[config.mk]
export PLATFORM = sky130hd
export DESIGN_NAME = motor_feedback_multi_turn_decoder_unit_flat
export DESIGN_NICKNAME = d
export VERILOG_FILES = /design/src/rtl/mfd_pkg.sv /design/src/rtl/mfd_in_if.sv /design/src/rtl/mfd_out_if.sv /design/src/rtl/motor_feedback_multi_turn_decoder_unit.sv /design/src/rtl/mfd_mul.sv /design/src/flat_wrapper.sv
export SDC_FILE = /design/constraint.sdc
export NUM_CORES = 2
export LEC_CHECK = 0
export BUFFER_PORTS_ARGS = -buffer_cell sky130_fd_sc_hd__buf_2
export CAP_MARGIN = 40
export CORE_MARGIN = 1
export CORE_UTILIZATION = 40
export CTS_BUF_LIST = sky130_fd_sc_hd__clkbuf_8
export DETAILED_ROUTE_END_ITERATION = 10
export MAX_ROUTING_LAYER = met4
export PLACE_DENSITY = 0.63
export SLEW_MARGIN = 20
export SYNTH_ARGS = -nofsm -noshare
export SYNTH_HDL_FRONTEND = slang
export SYNTH_SLANG_ARGS = --single-unit
[constraint.sdc]
create_clock -name clk -period 11.1 [get_ports clk]
set_input_delay 2.22 -clock clk [delete_from_list [all_inputs] [get_ports clk]]
set_output_delay 2.22 -clock clk [all_outputs]
set_load 0.02 [all_outputs]
[src/rtl/mfd_pkg.sv]
// Shared types and constants for the motor feedback multi-turn decoder.
`timescale 1ns / 1ps
`default_nettype none
package mfd_pkg;

	localparam int unsigned ONE_Q15 = 32768;
	localparam int unsigned ADDR_W  = 4;
	localparam int unsigned MUL_A_W = 17;
	localparam int unsigned MUL_B_W = 32;
	localparam int unsigned MUL_P_W = MUL_A_W + MUL_B_W;

	typedef enum logic [1:0] {
		REG_SPEED_ALPHA   = 2'd0,
		REG_CURRENT_ALPHA = 2'd1,
		REG_SPEED_GAIN    = 2'd2
	} reg_idx_t;

	typedef enum logic [6:0] {
		ST_IDLE = 7'b0000001,
		ST_GAIN = 7'b0000010,
		ST_SOLD = 7'b0000100,
		ST_SNEW = 7'b0001000,
		ST_COLD = 7'b0010000,
		ST_CNEW = 7'b0100000,
		ST_FIN  = 7'b1000000
	} state_t;

endpackage
`default_nettype wire

[src/rtl/mfd_in_if.sv]
// Feedback frame channel: valid, ready and the unpacked frame fields.
`timescale 1ns / 1ps
`default_nettype none
interface mfd_in_if;
	logic               valid;
	logic               ready;
	logic        [12:0] encoder;
	logic signed [15:0] speed_rpm;
	logic signed [15:0] current_raw;
	logic        [7:0]  temperature;

	modport source (output valid, encoder, speed_rpm, current_raw, temperature, input ready);
	modport sink (input valid, encoder, speed_rpm, current_raw, temperature, output ready);
endinterface
`default_nettype wire

[src/rtl/mfd_out_if.sv]
// Decoded result channel: valid, ready and the angle, speed and current fields.
`timescale 1ns / 1ps
`default_nettype none
interface mfd_out_if;
	logic               valid;
	logic               ready;
	logic        [18:0] angle_in_turn;
	logic signed [42:0] abs_angle;
	logic signed [23:0] turns;
	logic signed [31:0] speed_dps;
	logic signed [23:0] current_avg;
	logic        [7:0]  temp_out;

	modport source (output valid, angle_in_turn, abs_angle, turns, speed_dps, current_avg,
		temp_out, input ready);
	modport sink (input valid, angle_in_turn, abs_angle, turns, speed_dps, current_avg,
		temp_out, output ready);
endinterface
`default_nettype wire

[src/rtl/motor_feedback_multi_turn_decoder_unit.sv]
// Motor feedback decoder: multi-turn angle tracking with speed and current smoothing.
//
// Usage:
//   frame  : valid/ready channel of unpacked feedback frames (encoder, rpm,
//            current, temperature). A beat is taken only while the decoder is idle.
//   result : valid/ready channel with one beat per frame: in-turn angle, total
//            angle (degrees Q10), turn count, smoothed speed and current (Q8)
//            and the temperature byte.
//   APB    : three 16-bit registers at byte addresses 0, 4, 8 (speed weight,
//            current weight, speed gain); write only while idle.
// Timing: a frame accepted in IDLE steps through GAIN, SOLD, SNEW, COLD, CNEW
//   and FIN, and the next frame can be taken only once the state is back in
//   IDLE, so one frame is finished before the next is taken. The steps are
//   five passes through the one shared 17x32 multiplier plus the final accumulate.
// Reset: arst_n clears the turn count, last position and both filters, and
//   loads the register defaults. No result is pending after reset.
// Stall: a result waits in the output register; the next frame is still
//   accepted and processed, and holds in its last step until the output frees.
`timescale 1ns / 1ps
`default_nettype none
module motor_feedback_multi_turn_decoder_unit
	import mfd_pkg::*;
#(
	parameter int TURN_BITS = 24,
	parameter int HALF_TURN = 4096
) (
	input  wire logic              clk,
	input  wire logic              arst_n,
	mfd_in_if.sink                 frame,
	mfd_out_if.source              result,
	input  wire logic              psel,
	input  wire logic              penable,
	input  wire logic              pwrite,
	input  wire logic [ADDR_W-1:0] paddr,
	input  wire logic [31:0]       pwdata,
	output logic [31:0]            prdata,
	output logic                   pready
);

	localparam logic signed [17:0] HalfS = 18'(HALF_TURN);

	state_t state_q;

	logic        [15:0] spd_alpha_q;
	logic        [15:0] cur_alpha_q;
	logic        [15:0] gain_q;

	logic        [12:0] enc_q;
	logic signed [15:0] rpm_q;
	logic signed [15:0] cur_q;
	logic        [7:0]  temp_q;
	logic        [12:0] last_pos_q;
	logic [TURN_BITS-1:0] turn_q;
	logic signed [31:0] spd_q;
	logic signed [23:0] curf_q;
	logic signed [31:0] sample_q;
	logic signed [MUL_P_W-1:0] acc_q;
	logic        [42:0] tot_q;

	logic               out_valid_q;
	logic        [18:0] angle_q;
	logic        [42:0] total_q;
	logic        [23:0] turns_q;
	logic        [31:0] speed_q;
	logic        [23:0] curavg_q;
	logic        [7:0]  tempo_q;

	logic               accept;
	logic               out_free;
	logic               cfg_wr;
	logic signed [13:0] diff;
	logic signed [17:0] diff_w;
	logic [TURN_BITS-1:0] turn_next;
	logic signed [63:0] turn_ext;
	logic        [42:0] tot_x;
	logic        [15:0] wa;
	logic        [15:0] wc;
	logic               mul_en;
	logic signed [MUL_A_W-1:0] mul_a;
	logic signed [MUL_B_W-1:0] mul_b;
	logic signed [MUL_P_W-1:0] prod;
	logic signed [MUL_P_W-1:0] sum;
	logic        [18:0] angle_next;

	assign pready   = 1'b1;
	assign cfg_wr   = psel && penable && pwrite && pready;
	assign frame.ready = (state_q == ST_IDLE);
	assign accept   = frame.valid && frame.ready;
	assign out_free = !out_valid_q || result.ready;

	always_comb begin
		case (reg_idx_t'(paddr[3:2]))
			REG_SPEED_ALPHA:   prdata = {16'h0, spd_alpha_q};
			REG_CURRENT_ALPHA: prdata = {16'h0, cur_alpha_q};
			REG_SPEED_GAIN:    prdata = {16'h0, gain_q};
			default:           prdata = 32'h0;
		endcase
	end

	always_ff @(posedge clk or negedge arst_n) begin
		if (!arst_n) begin
			spd_alpha_q <= 16'd27853;
			cur_alpha_q <= 16'd29491;
			gain_q      <= 16'd1536;
		end else if (cfg_wr) begin
			case (reg_idx_t'(paddr[3:2]))
				REG_SPEED_ALPHA:   spd_alpha_q <= pwdata[15:0];
				REG_CURRENT_ALPHA: cur_alpha_q <= pwdata[15:0];
				REG_SPEED_GAIN:    gain_q      <= pwdata[15:0];
				default:           ;
			endcase
		end
	end

	// wrap detection against the stored position
	assign diff   = $signed({1'b0, frame.encoder}) - $signed({1'b0, last_pos_q});
	assign diff_w = 18'(diff);
	always_comb begin
		if (diff_w > HalfS) begin
			turn_next = turn_q - TURN_BITS'(1);
		end else if (diff_w < -HalfS) begin
			turn_next = turn_q + TURN_BITS'(1);
		end else begin
			turn_next = turn_q;
		end
	end

	assign turn_ext = 64'($signed(turn_q));
	// turns * 8192 + encoder, later times 45 gives turns * 368640 + encoder * 45
	assign tot_x      = {turn_ext[29:0], enc_q};
	assign angle_next = 19'(enc_q) * 19'd45;

	assign wa = (spd_alpha_q > 16'(ONE_Q15)) ? 16'(ONE_Q15) : spd_alpha_q;
	assign wc = (cur_alpha_q > 16'(ONE_Q15)) ? 16'(ONE_Q15) : cur_alpha_q;

	always_comb begin
		mul_en = 1'b1;
		mul_a  = '0;
		mul_b  = '0;
		case (state_q)
			ST_GAIN: begin
				mul_a = $signed({1'b0, gain_q});
				mul_b = 32'(rpm_q);
			end
			ST_SOLD: begin
				mul_a = $signed(17'(ONE_Q15) - {1'b0, wa});
				mul_b = spd_q;
			end
			ST_SNEW: begin
				mul_a = $signed({1'b0, wa});
				mul_b = sample_q;
			end
			ST_COLD: begin
				mul_a = $signed(17'(ONE_Q15) - {1'b0, wc});
				mul_b = 32'(curf_q);
			end
			ST_CNEW: begin
				mul_a = $signed({1'b0, wc});
				mul_b = 32'($signed({cur_q, 8'h00}));
			end
			default: mul_en = 1'b0;
		endcase
	end

	mfd_mul u_mul (
		.clk  (clk),
		.en   (mul_en),
		.a    (mul_a),
		.b    (mul_b),
		.prod (prod)
	);

	// floor of the Q15 division is the slice of the two's complement sum
	assign sum = acc_q + prod;

	always_ff @(posedge clk or negedge arst_n) begin
		if (!arst_n) begin
			state_q    <= ST_IDLE;
			last_pos_q <= '0;
			turn_q     <= '0;
			spd_q      <= '0;
			curf_q     <= '0;
			out_valid_q <= 1'b0;
		end else begin
			if (state_q == ST_FIN && out_free) begin
				out_valid_q <= 1'b1;
			end else if (result.valid && result.ready) begin
				out_valid_q <= 1'b0;
			end
			case (state_q)
				ST_IDLE: begin
					if (accept) begin
						last_pos_q <= frame.encoder;
						turn_q     <= turn_next;
						state_q    <= ST_GAIN;
					end
				end
				ST_GAIN: state_q <= ST_SOLD;
				ST_SOLD: state_q <= ST_SNEW;
				ST_SNEW: state_q <= ST_COLD;
				ST_COLD: begin
					spd_q   <= sum[46:15];
					state_q <= ST_CNEW;
				end
				ST_CNEW: state_q <= ST_FIN;
				ST_FIN: begin
					// hold until the output register frees
					if (out_free) begin
						curf_q      <= sum[38:15];
						state_q     <= ST_IDLE;
					end
				end
				default: state_q <= ST_IDLE;
			endcase
		end
	end

	always_ff @(posedge clk) begin
		if (accept) begin
			enc_q  <= frame.encoder;
			rpm_q  <= frame.speed_rpm;
			cur_q  <= frame.current_raw;
			temp_q <= frame.temperature;
		end
		case (state_q)
			ST_GAIN: tot_q <= tot_x + (tot_x << 3);
			ST_SOLD: begin
				sample_q <= prod[31:0];
				tot_q    <= tot_q + (tot_q << 2);
			end
			ST_SNEW: acc_q <= prod;
			ST_CNEW: acc_q <= prod;
			ST_FIN: begin
				if (out_free) begin
					angle_q  <= angle_next;
					total_q  <= tot_q;
					turns_q  <= turn_ext[23:0];
					speed_q  <= spd_q;
					curavg_q <= sum[38:15];
					tempo_q  <= temp_q;
				end
			end
			default: ;
		endcase
	end

	assign result.valid         = out_valid_q;
	assign result.angle_in_turn = angle_q;
	assign result.abs_angle     = $signed(total_q);
	assign result.turns         = $signed(turns_q);
	assign result.speed_dps     = $signed(speed_q);
	assign result.current_avg   = $signed(curavg_q);
	assign result.temp_out      = tempo_q;

`ifndef NO_ASSERTIONS
	a_state_onehot: assert property (@(posedge clk) disable iff (!arst_n)
		$onehot(state_q))
		else $error("sequencer state not one-hot");

	a_accept_starts: assert property (@(posedge clk) disable iff (!arst_n)
		accept |=> (state_q == ST_GAIN))
		else $error("accepted frame did not start the sequence");

	a_fin_holds: assert property (@(posedge clk) disable iff (!arst_n)
		(state_q == ST_FIN && result.valid && !result.ready) |=> (state_q == ST_FIN))
		else $error("result overwritten while stalled");

	a_turn_step: assert property (@(posedge clk) disable iff (!arst_n)
		accept |=> (turn_q == $past(turn_q) || turn_q == $past(turn_q) + TURN_BITS'(1) ||
			turn_q == $past(turn_q) - TURN_BITS'(1)))
		else $error("turn count moved by more than one");

	a_turn_idle: assert property (@(posedge clk) disable iff (!arst_n)
		!accept |=> $stable(turn_q))
		else $error("turn count changed without a frame");
`endif

endmodule
`default_nettype wire

[src/rtl/mfd_mul.sv]
// Shared signed 17x32 multiplier with a registered product.
`timescale 1ns / 1ps
`default_nettype none
module mfd_mul
	import mfd_pkg::*;
(
	input  wire logic                      clk,
	input  wire logic                      en,
	input  wire logic signed [MUL_A_W-1:0] a,
	input  wire logic signed [MUL_B_W-1:0] b,
	output logic signed [MUL_P_W-1:0]      prod
);

	logic signed [MUL_P_W-1:0] prod_q;

	always_ff @(posedge clk) begin
		if (en) begin
			prod_q <= MUL_P_W'(a) * MUL_P_W'(b);
		end
	end

	assign prod = prod_q;

endmodule
`default_nettype wire

[src/flat_wrapper.sv]
// flat-port wrapper written by rule: the top's interface ports become plain ports
module motor_feedback_multi_turn_decoder_unit_flat import mfd_pkg::*;
#(
	parameter int TURN_BITS = 24,
	parameter int HALF_TURN = 4096
)
  (clk, arst_n, psel, penable, pwrite, paddr, pwdata, prdata, pready, frame_valid, frame_encoder, frame_speed_rpm, frame_current_raw, frame_temperature, frame_ready, result_valid, result_angle_in_turn, result_abs_angle, result_turns, result_speed_dps, result_current_avg, result_temp_out, result_ready);
  mfd_in_if frame_i ();
  mfd_out_if result_i ();
  input  wire logic clk;
  input  wire logic arst_n;
  input  wire logic psel;
  input  wire logic penable;
  input  wire logic pwrite;
  input  wire logic [ADDR_W-1:0] paddr;
  input  wire logic [31:0] pwdata;
  output logic [31:0] prdata;
  output logic pready;
  input wire logic [$bits(frame_i.valid)-1:0] frame_valid;
  input wire logic [$bits(frame_i.encoder)-1:0] frame_encoder;
  input wire logic [$bits(frame_i.speed_rpm)-1:0] frame_speed_rpm;
  input wire logic [$bits(frame_i.current_raw)-1:0] frame_current_raw;
  input wire logic [$bits(frame_i.temperature)-1:0] frame_temperature;
  output wire logic [$bits(frame_i.ready)-1:0] frame_ready;
  output wire logic [$bits(result_i.valid)-1:0] result_valid;
  output wire logic [$bits(result_i.angle_in_turn)-1:0] result_angle_in_turn;
  output wire logic [$bits(result_i.abs_angle)-1:0] result_abs_angle;
  output wire logic [$bits(result_i.turns)-1:0] result_turns;
  output wire logic [$bits(result_i.speed_dps)-1:0] result_speed_dps;
  output wire logic [$bits(result_i.current_avg)-1:0] result_current_avg;
  output wire logic [$bits(result_i.temp_out)-1:0] result_temp_out;
  input wire logic [$bits(result_i.ready)-1:0] result_ready;
  assign frame_i.valid = frame_valid;
  assign frame_i.encoder = frame_encoder;
  assign frame_i.speed_rpm = frame_speed_rpm;
  assign frame_i.current_raw = frame_current_raw;
  assign frame_i.temperature = frame_temperature;
  assign frame_ready = frame_i.ready;
  assign result_valid = result_i.valid;
  assign result_angle_in_turn = result_i.angle_in_turn;
  assign result_abs_angle = result_i.abs_angle;
  assign result_turns = result_i.turns;
  assign result_speed_dps = result_i.speed_dps;
  assign result_current_avg = result_i.current_avg;
  assign result_temp_out = result_i.temp_out;
  assign result_i.ready = result_ready;
  motor_feedback_multi_turn_decoder_unit #(.TURN_BITS(TURN_BITS), .HALF_TURN(HALF_TURN)) u_core (.clk(clk), .arst_n(arst_n), .frame(frame_i), .result(result_i), .psel(psel), .penable(penable), .pwrite(pwrite), .paddr(paddr), .pwdata(pwdata), .prdata(prdata), .pready(pready));
endmodule
Word-level counts from Yosys, hierarchy flattened
Index checks and enable logic that the tools add are counted.

storage, ports and cells
  output and inout bits = 185
  register bits after elaboration = 521

operators by class
  $mul = 2
  $lt $le $gt $ge = 4
  equal/unequal tests = 11
  reductions and logical operators = 20
  add/sub/neg operators = 8
  multiplexer cells = 14

operators by type and width
  operator                                                      count
  one-hot mux 32 bit (5 select lines)                           1
  one-hot mux 43 bit (2 select lines)                           1
  one-hot mux 17 bit (5 select lines)                           1
  one-hot mux 7 bit (7 select lines)                            1
  two-way mux 24 bit                                            2
  one-hot mux 16 bit (3 select lines)                           1
  adder 47 bit                                                  1
  multiplier 17 x 32 -> 47 bit                                  1
  adder 43 bit                                                  1
  adder 37 x 40 -> 41 bit                                       1
  subtractor 16 x 16 -> 17 bit, first input constant            2
  greater-than comparator 16 bit, second input constant         2
  two-way mux 16 bit                                            2
  adder 24 x 1 -> 24 bit, second input constant                 1
  subtractor 24 x 1 -> 24 bit, second input constant            1
  multiplier 13 x 6 -> 19 bit, second input constant            1
  greater-than comparator 14 bit, second input constant         1
  less-than comparator 14 x 13 -> 1 bit, second input constant  1
  two-way mux 7 bit                                             2
  subtractor 13 x 13 -> 14 bit                                  1
  AND reduction 2 bit                                           6
  == test 7 x 1 -> 1 bit, second input constant                 1
  == test 7 x 2 -> 1 bit, second input constant                 1
  == test 7 x 3 -> 1 bit, second input constant                 1
  other kinds (17)                                              25

Depth between registers and ports, before layout
  word-level depth = 5
  mapped depth = 37

Cells and area by module
Synthesis repeated with hierarchy kept, for this count alone.

second synthesis, totals
  cell total of the unflattened synthesis = 4,430
  area, all modules = 46,364.5 um^2

modules (own cells, without submodules)
  module                                  seq. area each (um^2)  times used  area an instance (um^2)  cells an instance
  motor_feedback_multi_turn_decoder_unit  13,514.2               1           26,127.6                 2,267
  mfd_mul                                 1,471.4                1           20,236.9                 2,163

Worst setup path after synthesis
No wires, ideal clock.

  path kind = flip-flop to flip-flop
  from = reg u_core.state_q[5]
  to = reg u_core.u_mul.prod_q[45] (netlist: u_core.u_mul.prod[45]), data pin
  stages on the path, launching flop included = 34
  data required time = 10,841 ps
  clock period less this slack = 9,238 ps
  setup slack = 1,862 ps
  arrival time = 8,979 ps
  cell sequence = dfrtp_1 > or4b_1 > or2_1 > buf_6 > clkbuf_1 > buf_2 > clkbuf_1 > a31oi_1 > ha_1 > o211ai_1 > mux2_2 > nor3_4 > mux2i_1 > a211oi_4 > clkbuf_1 > or2_2 > fa_1 > fa_1 > inv_1 > fa_1 > fa_1 > fa_1 > inv_1 > fa_1 > inv_1 > ha_1 > a211o_1 > or2_2 > o2111ai_1 > a211o_1 > a41oi_1 > o41ai_1 > nor3_1 > a211o_1

on the way
  longest elaborated chain between the ends = 3

RTL lines
  what                                                                                        line                                           RTL
  from (decl)                                                                                 motor_feedback_multi_turn_decoder_unit.sv:42   state_t state_q;
  from (signal assigned)                                                                      motor_feedback_multi_turn_decoder_unit.sv:178  state_q <= ST_IDLE;
  from (signal assigned)                                                                      motor_feedback_multi_turn_decoder_unit.sv:195  state_q <= ST_GAIN;
  from (signal assigned)                                                                      motor_feedback_multi_turn_decoder_unit.sv:198  ST_GAIN: state_q <= ST_SOLD;
  == test 7 x 6 -> 1 bit (tied with other cells)                                              motor_feedback_multi_turn_decoder_unit.sv:140  case (state_q)
  one-hot mux 17 bit (5 select lines) or one-hot mux 32 bit (5 select lines) (tied branches)  motor_feedback_multi_turn_decoder_unit.sv:140
  multiplier 17 x 32 -> 47 bit (*)                                                            mfd_mul.sv:18                                  prod_q <= MUL_P_W'(a) * MUL_P_W'(b);
  to (signal assigned)                                                                        mfd_mul.sv:18
  to (decl)                                                                                   mfd_mul.sv:14                                  logic signed [MUL_P_W-1:0] prod_q;

Every way passes the cells marked *; elsewhere a longest branch is shown, timed or not.
A chain may end at the register's enable or synchronous reset.

Final worst setup path
  from = reg u_core.state_q[5]
  to = reg u_core.u_mul.prod_q[46] (netlist: u_core.u_mul.prod[46]), data pin

Same word-level chain as after synthesis.

==> summary.md <==
| Metric | Value |
|---|---|
| CTS Buffer Depth | 3 |
| Largest net degree at the start of global routing | 63 |
| Setup crit end kind | register |
| Initial antenna violation count | 9 |
| Post-synth EDFFs | around 370 |
| Final Hold Fails | 0 |
| Post-CTS Setup Bufs | 0 |
| Number of global-route vias before repair | approximately 35k |
| FFs w/ async S/R, synth | ~29% |
| Clock Latency Late Sink | 730 ps |
| Pre-CTS setup slack | 729 ps |
| CTS tree | done |
| Sequential area share after synthesis | about a third |
| Setup violators final | 0 |
| WP data required | around 12000 ps |
| Hold Crit Depth | 0 |
| Die Height | ~340 um |
| Crit path kind | register to register |
| Synth Flop Type | edfxtp_1 |
| Delay-heaviest family, CP | adder cells |
| 1st-iter DRT viols | ~2.4k |
| DP HPWL | approximately 100 mm |
| Placed insts | between 6k and 7k |
| Hold Crit Start | u_core.temp_q[4] |
| Unrepaired setup endpoints after global routing | false |
| DRC Markers | 0 |
| Final Skew | around 57 ps |
| Non-Filler Instances | 6293 |
| Gates resized, CTS repair | 0 |
| Grt ovf | 0 |
| Reg2Reg Setup Slack | ~680 ps |
| Layout Area Growth over Synthesis | 11.8% |
| GR Util met2 | 35.8% |
| Reg clk slew, reported paths | approximately 60 ps |
| Max Clk Rate | 96.0 MHz |
| Number of buffers created by CTS | 88 |
| Cells after Synth | around 4.4k |
| Reg2Reg Launch Point | u_core.state_q[5] |
| Outcome | finished, final reports clean |
| Port Buffer Count | around 250 |
| # Max-Cap Violations | 0 |
| Share of post-route cells with drive strength above 1 | between 10 and 15% |
| Via/cell ratio | approximately 5.4 |
| Ys Warns | 0 |
| Worst Setup Slack, final | roughly 680 ps |
| Min Tclk post-route | between 10000 and 15000 ps |
| Most frequent CP cell | fa_1 |
| Detail Route Antenna Nets | 0 |
| Peak VDD IR | about 0.00013 V |
| Crit path DAT | 10850 ps |
| Worst hold path class | register to register |
| Clk sinks | 521 |
| Crit Path Max Fanout | 15 |
| Lkg Pwr | roughly 24 nW |
| Final Max Tran Viols | 0 |
| Post-Route WL | around 130 mm |
| Routability-driven placement congestion ratio | 0.956 |
| Slowest cell on crit path | or4b_1 |
| Global-route met1 utilization | between 30% and 40% |
| Clock root buffer | clkbuf_8 |
| DIE WIDTH | between 300 and 400 um |
| Total power | a little over 0.009 W |
| Syn Area/Cell | 10.4 um^2 |
| Startpoint Class | register |
| Overall Global Routing Usage | a little under a quarter |
| Depth of the worst register-to-register path | 33 |
| M3 GR Usage | under 10% |
| Initial DRT Pass Iterations | 5 |
| Reg-to-Reg End | u_core.u_mul.prod[46] |
| CP bufs+invs | 7 |
| Initial Util | 40.6% |
| Row Count | 123 |
| CTS H-tree depth | 3 |
| Least-Margin Pin Slew | approximately 950 ps |
| IO Pins | ~280 |
| Crit-path max cell delay | about 630 ps |
| Die ar. | 0.116 mm^2 |
| Synthesized cell area | approximately 0.046 mm^2 |
| Fin crit share | a little over nine tenths |
| Yosys cell types | 87 |
| Global route hottest layer | met2 |
| FF+latch count, synth | roughly 520 |
| Slew Limit Headroom | ~36% |
| Nets@finish | roughly 5.6k |
| Vias | approximately 34k |
| Core Region | between 0.1 and 0.15 mm^2 |
| Setup_tns | 0 ps |
| Cts hold-fix bufs | 0 |
| First-pass GRT wire length | roughly 200 mm |
| Power Density | between 150 and 200 mW/mm^2 |
| WL/cell | between 20 and 25 um |
| Worst Hold End | u_core.result.temp_out[4] |
| Util after Layout | 45.3% |
## final cells by class
class / instances / area [um^2]
tap: 1500 / 1880
sequential: 521 / 14900
timing repair buffer: 349 / 2200
multi-input combinational: 3116 / 28100
clock buffer: 96 / 1320
clock inverter: 69 / 538
inverter: 637 / 2390
fill: 10800 / 61900
antenna: 5 / 12.5
## state kept, by name, indices dropped and copies added, names as in the netlist, 8 cells and up
| signal | flops |
|---|---|
| u_core.result.current_avg | 24 |
| u_core.u_mul.prod | 47 |
| u_core.gain_q | 16 |
| u_core.curf_q | 24 |
| u_core.result.speed_dps | 32 |
| u_core.sample_q | 32 |
| u_core.enc_q | 13 |
| u_core.result.temp_out | 8 |
| u_core.last_pos_q | 13 |
| u_core.turn_q | 24 |
| u_core.spd_alpha_q | 16 |
| u_core.result.abs_angle | 43 |
| u_core.rpm_q | 16 |
| u_core.acc_q | 47 |
| u_core.cur_q | 16 |
| u_core.tot_q | 43 |
| u_core.temp_q | 8 |
| u_core.result.turns | 24 |
| u_core.cur_alpha_q | 16 |
| u_core.spd_q | 32 |
| u_core.result.angle_in_turn | 19 |
## cells by family after synthesis
logic type                 count (synthesis)  share of synthesized area [%]
adders and majority gates                835                           31.4
AOI/OAI and AO/OA                        771                           11.3
DFF                                      521                           32.5
xor gates and xnor gates                 180                           3.43
muxes                                    131                           3.14
buffers and inverters                    810                           6.80
and+or+nand+nor                         1182                           11.4
other                                      2                         0.0163
## placed cells by master (no fill, tap or decap), types with 49 or more instances in the layout
cell,count
buf_4,84
buf_2,247
a21o_1,71
a21oi_1,165
xor2_1,63
nor3_1,55
fa_1,531
ha_1,304
nand2b_1,49
xnor2_1,117
clkbuf_8,96
nor2_1,368
mux2_2,102
nand2_1,486
edfxtp_1,372
o21ai_0,165
inv_1,661
dfrtp_1,128
## per-stage QoR
stage	hold WS, ps	area (um^2)
after floorplan	400	46000
after global placement	401	49300
after detailed placement	405	49400
after CTS	406	51300
after global routing	406	51400
final	409	51400
## routing by layer
metal	part of all wire, %	vias up
li1	-	15500
met1	44	17000
met2	46	1161
met3	7.7	198
met4	2.6	0
met5	0	-
## power by group
group          switching, W  leakage (nW)  internal (W)  total [W]
sequential         0.000295          5.25       0.00259    0.00289
clock              0.000851          1.06      0.000978    0.00183
combinational       0.00266          17.2       0.00190    0.00456
## Yosys cell counts, types with 12 or more instances
cell / n / area, um^2
or2_2: 20 / 125
a211oi_1: 38 / 285
fa_1: 531 / 10600
a222oi_1: 14 / 140
nand2b_1: 49 / 307
mux2_2: 102 / 1150
a21oi_1: 166 / 831
clkbuf_1: 128 / 480
a221oi_1: 33 / 289
and2_1: 40 / 250
nor2_1: 368 / 1380
xor2_1: 63 / 552
o211ai_1: 12 / 90.1
o21a_1: 43 / 323
and3_1: 20 / 125
a211o_1: 17 / 149
buf_1: 17 / 63.8
a21o_1: 71 / 533
ha_1: 304 / 3800
o31ai_1: 19 / 143
nor2b_1: 25 / 156
inv_1: 636 / 2390
dfstp_2: 21 / 552
a22oi_1: 21 / 158
a221o_1: 24 / 240
nand3_1: 27 / 135
xnor2_1: 117 / 1020
edfxtp_1: 372 / 11200
o31a_1: 12 / 105
nor4_1: 19 / 119
buf_4: 17 / 128
nor3_1: 56 / 280
nand4_1: 20 / 125
a31oi_1: 27 / 169
mux2i_1: 28 / 280
or3_1: 15 / 93.8
nand2_1: 486 / 1820
dfrtp_1: 128 / 3200
o21ai_0: 168 / 841
## worst max-delay path by stage
| stage | start | slack [ps] | cells after the start | endpoint |
|---|---|---|---|---|
| after detailed placement | u_core.state_q[5] | 730 | 33 | u_core.u_mul.prod[46] |
| final | u_core.state_q[5] | 680 | 33 | u_core.u_mul.prod[46] |
| after global routing | u_core.state_q[5] | 110 | 37 | u_core.u_mul.prod[46] |
| after floorplan | u_core.state_q[5] | 1860 | 33 | u_core.u_mul.prod[45] |
| after CTS | u_core.state_q[5] | 640 | 33 | u_core.u_mul.prod[46] |
| after global placement | u_core.state_q[5] | 810 | 33 | u_core.u_mul.prod[46] |
## worst reg2reg max path, delay by kind of cell, from the launching register on
family | cells | cell delay (ps)
compound gates | 10 | 2850
xor+xnor | 2 | 240
fa+ha+maj | 8 | 3700
simple gates | 5 | 1450
flops | 1 | 410
mux | 1 | 340
buf+inv | 7 | 1130
Note: power is estimated with default switching activity, not from simulation.
